<file path="src/rtl/core/buzzer_beep_sequencer_unit_defines.svh">
// Assertion macros shared by the sequencer RTL.
`ifndef BUZZER_BEEP_SEQUENCER_UNIT_DEFINES_SVH
`define BUZZER_BEEP_SEQUENCER_UNIT_DEFINES_SVH

// Concurrent check on the rising edge of clk, ignored while rst is high.
`define BBS_ASSERT(label, prop, msg) \
  label: assert property (@(posedge clk) disable iff (rst) (prop)) else $error(msg);

// Same check, but also evaluated during reset.
`define BBS_ASSERT_ALWAYS(label, prop, msg) \
  label: assert property (@(posedge clk) (prop)) else $error(msg);

`endif

</file>
<file path="src/rtl/core/bbs_pkg.sv">
package bbs_pkg;

  localparam int TIME_BITS_DEF = 16;
  localparam int FREQ_BITS_DEF = 16;
  localparam int DUTY_BITS_DEF = 8;

  localparam int ADDR_BITS = 3;
  localparam logic [ADDR_BITS-1:0] REG_ENABLED_ADDR = 3'd0;

  localparam logic [2:0] MODE_TICK   = 3'd0;
  localparam logic [2:0] MODE_TONE   = 3'd1;
  localparam logic [2:0] MODE_BEEP   = 3'd2;
  localparam logic [2:0] MODE_STOP   = 3'd3;
  localparam logic [2:0] MODE_PRESET = 3'd4;

  localparam logic [2:0] PRESET_OK       = 3'd0;
  localparam logic [2:0] PRESET_CLICK    = 3'd1;
  localparam logic [2:0] PRESET_WARN     = 3'd2;
  localparam logic [2:0] PRESET_ERROR    = 3'd3;
  localparam logic [2:0] PRESET_SHUTDOWN = 3'd4;

  typedef struct packed {
    logic        known;
    logic [7:0]  count;
    logic [15:0] freq;
    logic [15:0] on_ms;
    logic [15:0] gap_ms;
  } preset_t;

  typedef struct packed {
    logic        tone_on;
    logic [15:0] tone_freq;
    logic [7:0]  pwm_duty;
    logic        sequence_active;
    logic        rejected;
  } result_t;

  function automatic preset_t preset_lookup(input logic [2:0] id);
    preset_t p;
    p = '0;
    unique case (id)
      PRESET_OK:       p = '{1'b1, 8'd1, 16'd4000, 16'd120, 16'd0};
      PRESET_CLICK:    p = '{1'b1, 8'd1, 16'd6000, 16'd20,  16'd0};
      PRESET_WARN:     p = '{1'b1, 8'd2, 16'd2500, 16'd100, 16'd100};
      PRESET_ERROR:    p = '{1'b1, 8'd3, 16'd1500, 16'd150, 16'd100};
      PRESET_SHUTDOWN: p = '{1'b1, 8'd1, 16'd800,  16'd400, 16'd0};
      default:         p = '0;
    endcase
    return p;
  endfunction

endpackage

</file>
<file path="src/rtl/core/buzzer_beep_sequencer_unit.sv">
// Buzzer beep sequencer.
// Input channel (in_valid/in_stall) carries one command transaction per item:
// a one-millisecond tick, tone, beep, stop or preset. Every accepted item
// yields exactly one result transaction on the output channel
// (out_valid/out_stall) showing the buzzer state after the item is applied,
// plus a rejected flag for ignored commands.
// The state update and the result are computed in the cycle of acceptance
// and the result is registered. Throughput is one item per cycle while
// in_stall is low, set by the single state register stage.
// A two-entry output buffer (output register plus skid register) lets the
// block take an item while the previous result still waits. When the
// receiver stalls, one more item is taken into the skid register and then
// in_stall rises until the output register drains.
// The APB port holds the enable register at address 0; while it is 0 every
// item is answered with rejected set and the state is left untouched.
// Synchronous reset clears all state, both buffer entries and the enable.
`include "buzzer_beep_sequencer_unit_defines.svh"

module buzzer_beep_sequencer_unit
  import bbs_pkg::*;
#(
  parameter int TIME_BITS = TIME_BITS_DEF,
  parameter int FREQ_BITS = FREQ_BITS_DEF,
  parameter int DUTY_BITS = DUTY_BITS_DEF
) (
  input  logic                 clk,
  input  logic                 rst,
  input  logic                 psel,
  input  logic                 penable,
  input  logic                 pwrite,
  input  logic [ADDR_BITS-1:0] paddr,
  input  logic [31:0]          pwdata,
  output logic [31:0]          prdata,
  output logic                 pready,
  input  logic                 in_valid,
  output logic                 in_stall,
  input  logic [2:0]           mode,
  input  logic [15:0]          freq_in,
  input  logic [15:0]          on_time,
  input  logic [15:0]          gap_time,
  input  logic [7:0]           beep_count,
  input  logic [2:0]           preset_id,
  output logic                 out_valid,
  input  logic                 out_stall,
  output logic                 tone_on,
  output logic [15:0]          tone_freq,
  output logic [7:0]           pwm_duty,
  output logic                 sequence_active,
  output logic                 rejected
);

  localparam logic [32:0] FREQ_MAX = (33'd1 << FREQ_BITS) - 33'd1;
  localparam logic [32:0] TIME_MAX = (33'd1 << TIME_BITS) - 33'd1;
  localparam logic [7:0]  DUTY_HALF = (DUTY_BITS > 8) ? 8'd255 : 8'(1 << (DUTY_BITS - 1));
  localparam logic [TIME_BITS-1:0] TIME_ONE = {{(TIME_BITS-1){1'b0}}, 1'b1};

  // Configuration.
  logic enabled;
  logic cfg_write;

  assign pready    = 1'b1;
  assign cfg_write = psel && penable && pwrite && pready && (paddr == REG_ENABLED_ADDR);
  assign prdata    = (paddr == REG_ENABLED_ADDR) ? {31'd0, enabled} : 32'd0;

  always_ff @(posedge clk) begin
    if (rst) begin
      enabled <= 1'b0;
    end else if (cfg_write) begin
      enabled <= pwdata[0];
    end
  end

  // Sequencer state.
  logic                 sounding, sounding_next;
  logic [FREQ_BITS-1:0] sound_freq, sound_freq_next;
  logic [7:0]           beeps_left, beeps_left_next;
  logic                 in_on_phase, in_on_phase_next;
  logic [TIME_BITS-1:0] phase_countdown, phase_countdown_next;
  logic                 stop_armed, stop_armed_next;
  logic [TIME_BITS-1:0] stop_countdown, stop_countdown_next;
  logic [TIME_BITS-1:0] on_time_hold, on_time_hold_next;
  logic [TIME_BITS-1:0] gap_time_hold, gap_time_hold_next;
  logic                 rejected_next;

  // Handshake.
  logic    accept, pop;
  logic    skid_valid;
  result_t out_res, skid_res, new_res;

  assign accept   = in_valid && !skid_valid;
  assign pop      = out_valid && !out_stall;
  assign in_stall = skid_valid;

  // Sources for starting a beep sequence, from the command or a preset.
  preset_t              preset;
  logic                 is_preset;
  logic [7:0]           src_count;
  logic [32:0]          src_freq, src_on, src_gap, tone_on_wide;
  logic [FREQ_BITS-1:0] src_freq_sat;
  logic [TIME_BITS-1:0] src_on_sat, src_gap_sat, tone_time_sat;
  logic [TIME_BITS-1:0] stop_dec, phase_dec;
  logic [31:0]          freq_wide;

  always_comb begin
    preset    = preset_lookup(preset_id);
    is_preset = (mode == MODE_PRESET);
    src_count = is_preset ? preset.count : beep_count;
    src_freq  = 33'(is_preset ? preset.freq   : freq_in);
    src_on    = 33'(is_preset ? preset.on_ms  : on_time);
    src_gap   = 33'(is_preset ? preset.gap_ms : gap_time);
    src_freq_sat = (src_freq > FREQ_MAX) ? FREQ_MAX[FREQ_BITS-1:0] : src_freq[FREQ_BITS-1:0];
    src_on_sat   = (src_on   > TIME_MAX) ? TIME_MAX[TIME_BITS-1:0] : src_on[TIME_BITS-1:0];
    src_gap_sat  = (src_gap  > TIME_MAX) ? TIME_MAX[TIME_BITS-1:0] : src_gap[TIME_BITS-1:0];
    tone_on_wide  = 33'(on_time);
    tone_time_sat = (tone_on_wide > TIME_MAX) ? TIME_MAX[TIME_BITS-1:0]
                                              : tone_on_wide[TIME_BITS-1:0];
    stop_dec  = (stop_countdown  != '0) ? stop_countdown  - TIME_ONE : stop_countdown;
    phase_dec = (phase_countdown != '0) ? phase_countdown - TIME_ONE : phase_countdown;
  end

  always_comb begin
    sounding_next        = sounding;
    sound_freq_next      = sound_freq;
    beeps_left_next      = beeps_left;
    in_on_phase_next     = in_on_phase;
    phase_countdown_next = phase_countdown;
    stop_armed_next      = stop_armed;
    stop_countdown_next  = stop_countdown;
    on_time_hold_next    = on_time_hold;
    gap_time_hold_next   = gap_time_hold;
    rejected_next        = 1'b0;

    if (!enabled) begin
      rejected_next = 1'b1;
    end else begin
      unique case (mode) inside
        MODE_TICK: begin
          // The single-shot stop is handled before the sequence.
          if (stop_armed) begin
            stop_countdown_next = stop_dec;
            if (stop_dec == '0) begin
              stop_armed_next = 1'b0;
              sounding_next   = 1'b0;
            end
          end
          if (beeps_left != 8'd0) begin
            phase_countdown_next = phase_dec;
            if (phase_dec == '0) begin
              if (in_on_phase) begin
                sounding_next   = 1'b0;
                beeps_left_next = beeps_left - 8'd1;
                if (beeps_left != 8'd1) begin
                  in_on_phase_next     = 1'b0;
                  phase_countdown_next = gap_time_hold;
                end
              end else begin
                sounding_next        = (sound_freq != '0);
                in_on_phase_next     = 1'b1;
                phase_countdown_next = on_time_hold;
              end
            end
          end
        end
        MODE_TONE: begin
          beeps_left_next     = 8'd0;
          sound_freq_next     = src_freq_sat;
          sounding_next       = (src_freq_sat != '0);
          stop_countdown_next = tone_time_sat;
          stop_armed_next     = (on_time != 16'd0);
        end
        MODE_BEEP, MODE_PRESET: begin
          if ((is_preset && !preset.known) || (!is_preset && beep_count == 8'd0)) begin
            rejected_next = 1'b1;
          end else begin
            beeps_left_next      = src_count;
            sound_freq_next      = src_freq_sat;
            on_time_hold_next    = src_on_sat;
            gap_time_hold_next   = src_gap_sat;
            in_on_phase_next     = 1'b1;
            phase_countdown_next = src_on_sat;
            stop_armed_next      = 1'b0;
            sounding_next        = (src_freq_sat != '0);
          end
        end
        MODE_STOP: begin
          beeps_left_next = 8'd0;
          stop_armed_next = 1'b0;
          sounding_next   = 1'b0;
        end
        default: begin
          rejected_next = 1'b1;
        end
      endcase
    end
  end

  always_comb begin
    freq_wide               = 32'(sound_freq_next);
    new_res.tone_on         = sounding_next;
    new_res.tone_freq       = sounding_next ? freq_wide[15:0] : 16'd0;
    new_res.pwm_duty        = sounding_next ? DUTY_HALF : 8'd0;
    new_res.sequence_active = (beeps_left_next != 8'd0);
    new_res.rejected        = rejected_next;
  end

  always_ff @(posedge clk) begin
    if (rst) begin
      sounding        <= 1'b0;
      sound_freq      <= '0;
      beeps_left      <= 8'd0;
      in_on_phase     <= 1'b0;
      phase_countdown <= '0;
      stop_armed      <= 1'b0;
      stop_countdown  <= '0;
      on_time_hold    <= '0;
      gap_time_hold   <= '0;
    end else if (accept) begin
      sounding        <= sounding_next;
      sound_freq      <= sound_freq_next;
      beeps_left      <= beeps_left_next;
      in_on_phase     <= in_on_phase_next;
      phase_countdown <= phase_countdown_next;
      stop_armed      <= stop_armed_next;
      stop_countdown  <= stop_countdown_next;
      on_time_hold    <= on_time_hold_next;
      gap_time_hold   <= gap_time_hold_next;
    end
  end

  // Output register with a skid entry behind it.
  always_ff @(posedge clk) begin
    if (rst) begin
      out_valid  <= 1'b0;
      skid_valid <= 1'b0;
    end else if (!out_valid || pop) begin
      out_valid  <= skid_valid || accept;
      skid_valid <= 1'b0;
    end else if (accept) begin
      skid_valid <= 1'b1;
    end
  end

  always_ff @(posedge clk) begin
    if (!out_valid || pop) begin
      out_res <= skid_valid ? skid_res : new_res;
    end else if (accept) begin
      skid_res <= new_res;
    end
  end

  assign tone_on         = out_res.tone_on;
  assign tone_freq       = out_res.tone_freq;
  assign pwm_duty        = out_res.pwm_duty;
  assign sequence_active = out_res.sequence_active;
  assign rejected        = out_res.rejected;

  `BBS_ASSERT(a_skid_behind_out, skid_valid |-> out_valid,
              "skid entry held without output entry")
  `BBS_ASSERT(a_stop_xor_seq, !(stop_armed && beeps_left != 8'd0),
              "stop armed during a sequence")
  `BBS_ASSERT(a_sound_freq, sounding |-> (sound_freq != '0), "sounding at zero frequency")
  `BBS_ASSERT(a_disabled_hold, (accept && !enabled) |=>
              ($stable(sounding) && $stable(beeps_left) &&
               $stable(phase_countdown) && $stable(stop_countdown)),
              "state changed while disabled")
  `BBS_ASSERT(a_silent_out, (out_valid && !tone_on) |->
              (tone_freq == 16'd0 && pwm_duty == 8'd0),
              "silent result carries a tone")

endmodule

</file>
<file path="config.mk">
export PLATFORM = sky130hd
export DESIGN_NAME = buzzer_beep_sequencer_unit
export DESIGN_NICKNAME = d
export VERILOG_FILES = /design/src/rtl/core/bbs_pkg.sv /design/src/rtl/core/buzzer_beep_sequencer_unit.sv
export VERILOG_INCLUDE_DIRS = /design/src /design/src/rtl/core
export SDC_FILE = /design/constraint.sdc
export NUM_CORES = 1
export LEC_CHECK = 0
export ABC_AREA = 0
export BUFFER_PORTS_ARGS = -buffer_cell sky130_fd_sc_hd__buf_2
export CAP_MARGIN = 5
export CELL_PAD_IN_SITES_DETAIL_PLACEMENT = 1
export CELL_PAD_IN_SITES_GLOBAL_PLACEMENT = 1
export CORE_MARGIN = 2
export CORE_UTILIZATION = 44
export CTS_CLUSTER_DIAMETER = 200
export DETAILED_ROUTE_END_ITERATION = 6
export GPL_TIMING_DRIVEN = 0
export PLACE_DENSITY = 0.95
export SYNTH_ARGS = -nofsm -noshare
export SYNTH_HDL_FRONTEND = slang
export SYNTH_SLANG_ARGS = --single-unit
export TNS_END_PERCENT = 30
</file>
<file path="constraint.sdc">
create_clock -name clk -period 9.95 [get_ports clk]
set_input_delay 0.4975 -clock clk [delete_from_list [all_inputs] [get_ports clk]]
set_output_delay 0.4975 -clock clk [all_outputs]
set_load 0.01 [all_outputs]
</file>
==> results.cfg <==
[status]
outcome = completed

[finish]
multi_input_area_um2 = 4410
areaGrowthSynthToFinish_pct = 18.7
stdcell_area_um2 = 9450
nFillCells = 2272
seq_area_um2 = 3020
antenna_cells = 0
final_net_count = 1264
mostFrequentLayoutCell = nand2_1
fin_cells = 1396
drive_gt1_frac = 0.177
final_cell_mix = nand2_1 (126), a21oi_1 (105), nor2_1 (105)

[yosys]
yosys_warnings = 0
synth_seq_cells = 132
syn_inst = 1006
async_flop_share = 0
synth_top_cell_by_area = dfxtp_1
synth_top_area_frac = 0.236
synth-main-ff-cell = dfxtp_1
syn_area_per_cell_um2 = 7.92
syn_area_um2 = 7960
ys_types = 75
synth.area.top_cells = dfxtp_1 (24%), edfxtp_1 (14%), a21oi_1 (6.6%)
synth_edf_count = 38
ys_seq_area_frac = 0.380

[grt]
gr-usage-all-layers = 0.306
antenna_found_initial = 0
grt_max_degree = 23
grt_overflow = 0
grt_pass1_wl_mm = 46.5
grt_pass1_vias = 8580

[critical_path]
r2r_cells = 12
r2r_end = sequence_active
critPathArrivalTime_ns = 4.29
regToRegStartpoint = phase_countdown[0]
crit_required_ns = 10.11
worstSetupStartpointType = flop
critPathLaunch = phase_countdown[0]
end_kind = flop
r2r_slack_ns = 5.82
critPathKind = flop to flop
cp_max_fo = 8

[pwr]
finalPower_mw = 1.35
irDropWorstVdd_uv = 129
leakage_nw = 3.60
powerDensity_nw_per_um2 = 143

[die]
die_w_um = 139
io_pins = 166
dieArea_um2 = 19200
initial_core_util = 0.446
core_area_um2 = 17800
dieHeight_um = 139
num_rows = 49

[min_path]
hold_depth = 3
min_from = pwdata[0]
min_to = enabled
hold_class = primary input to flop

[sta]
tns_ns = 0
fmax_mhz = 242
finClkSkew_ns = 0.0156
slew_violations = 0
relSlewSlack = 0.102
hold_viol_final = 0
tightest_slew_ns = 1.34
setup_viol_count_final = 0
period_share = 0.415
timing.final.ws_setup_ns = 5.82
period_needed_ns = 4.13
rsz0062_at_grt = no

[clock_network]
cts-root-buf = clkbuf_16
clock-sinks = 132
cts_hold_buf = 0
clkTransAtPathRegs_ns = 0.06
clkLatencyLatePin_ns = 0.45
cts_buffers = 17
postCtsSetupBuffers = 0
clockBufferDepth = 2
cts_resized = 0
cts_max_level = 4
cts_tree = done

[placed_design]
place.gp.congestion = 0.955
hpwl_mm = 21.7
pre_cts_ws_ns = 5.90
numPortBuffers = 91
place_area_um2 = 8850
dp.cells = 1364

[detailed_routing]
detail_route.first_pass.iterations = 6
dr_total_vias = 8612
drt_iter0_drc = 670
drc_errors = 0
ant_nets = 0
wl_per_cell_um = 21.2
viasPerCell = 6.17
routed_wirelength_mm = 29.6

[flow_run]
cap_violations = 0
-- area by class of cell --
cell class                      instances  share of cell area
Tap cell                              229              0.0303
Sequential cell                       132               0.320
Buffer                                109              0.0637
Clock inverter                         11              0.0166
Timing Repair Buffer                   92              0.0490
Inverter                               17             0.00675
Multi-Input combinational cell        785               0.467
Clock buffer                           21              0.0466
-- cells in the mapped netlist, types with 9 or more instances --
cell,n
nand2_1,126
a21oi_1,105
nor2_1,105
dfxtp_1,94
clkbuf_1,56
o21ai_0,49
nand3_1,43
buf_4,42
nor3_1,39
edfxtp_1,38
a211oi_1,28
nor4_1,22
inv_1,16
nor2b_1,16
and2_1,15
a22oi_1,13
nand4_1,13
a221oi_1,11
mux2_2,10
o31ai_1,10
a31oi_1,9
or3_1,9
-- worst max-delay path, stage by stage, from the launching register on --
cell and delay, ns:
dfxtp_1 0.34, inv_1 0.15, ha_1 0.27, or3b_2 0.49, or4_4 0.57, a21oi_1 0.29
and4bb_1 0.26, buf_6 0.14, nand4_4 0.14, or4_1 0.46, xnor2_1 0.16, a211oi_1 0.41
a41oi_2 0.17
-- kinds of logic after synthesis --
logic type	share of synthesized area
adders and majority gates	0.00943
other	0.000943
xor gates and xnor gates	0.0110
and+or+nand+nor	0.278
buffers and inverters	0.0836
AOI/OAI and AO/OA	0.216
muxes	0.0217
DFF	0.380
-- where the power goes --
| part | total (mW) | leakage, nW | switching [mW] | internal [mW] |
|---|---|---|---|---|
| clock | 0.654 | 0.289 | 0.258 | 0.396 |
| combinational | 0.135 | 2.18 | 0.0890 | 0.0460 |
| sequential | 0.566 | 1.13 | 0.00436 | 0.562 |
| total | 1.35 | 3.60 | 0.351 | 1.00 |
-- state kept, by name (all words and copies together), names as in the netlist, 8 cells and up --
name and cells:
phase_countdown 16, on_time_hold 16, beeps_left 8, stop_countdown 16
gap_time_hold 16, skid_res 19, sound_freq 16, tone_freq 16
-- layer usage --
metal / routed length (um) / global-route usage / vias to the layer above / part of all wire
met5: 0 / 0.0125 / - / 0
met4: 1080 / 0.121 / 0 / 0.037
met3: 2590 / 0.0644 / 91 / 0.087
met2: 14000 / 0.510 / 458 / 0.47
met1: 11900 / 0.386 / 4176 / 0.40
li1: - / - / 3887 / -
-- worst max path at each step --
stage | end | slack (ns) | depth (start not counted)
floorplan | sequence_active | 6.40 | 12
global placement | sequence_active | 5.92 | 12
detailed placement | sequence_active | 5.90 | 12
CTS | sequence_active | 5.85 | 12
global route | tone_freq[11] | 5.65 | 13
finish | sequence_active | 5.82 | 12
-- metrics by stage --
stage                util  hold WS, ns
global placement    0.496        0.434
global route        0.530        0.311
finish              0.530        0.297
detailed placement  0.496        0.441
CTS                 0.530        0.297
floorplan               -        0.427
Note: power is estimated with default switching activity, not from simulation.
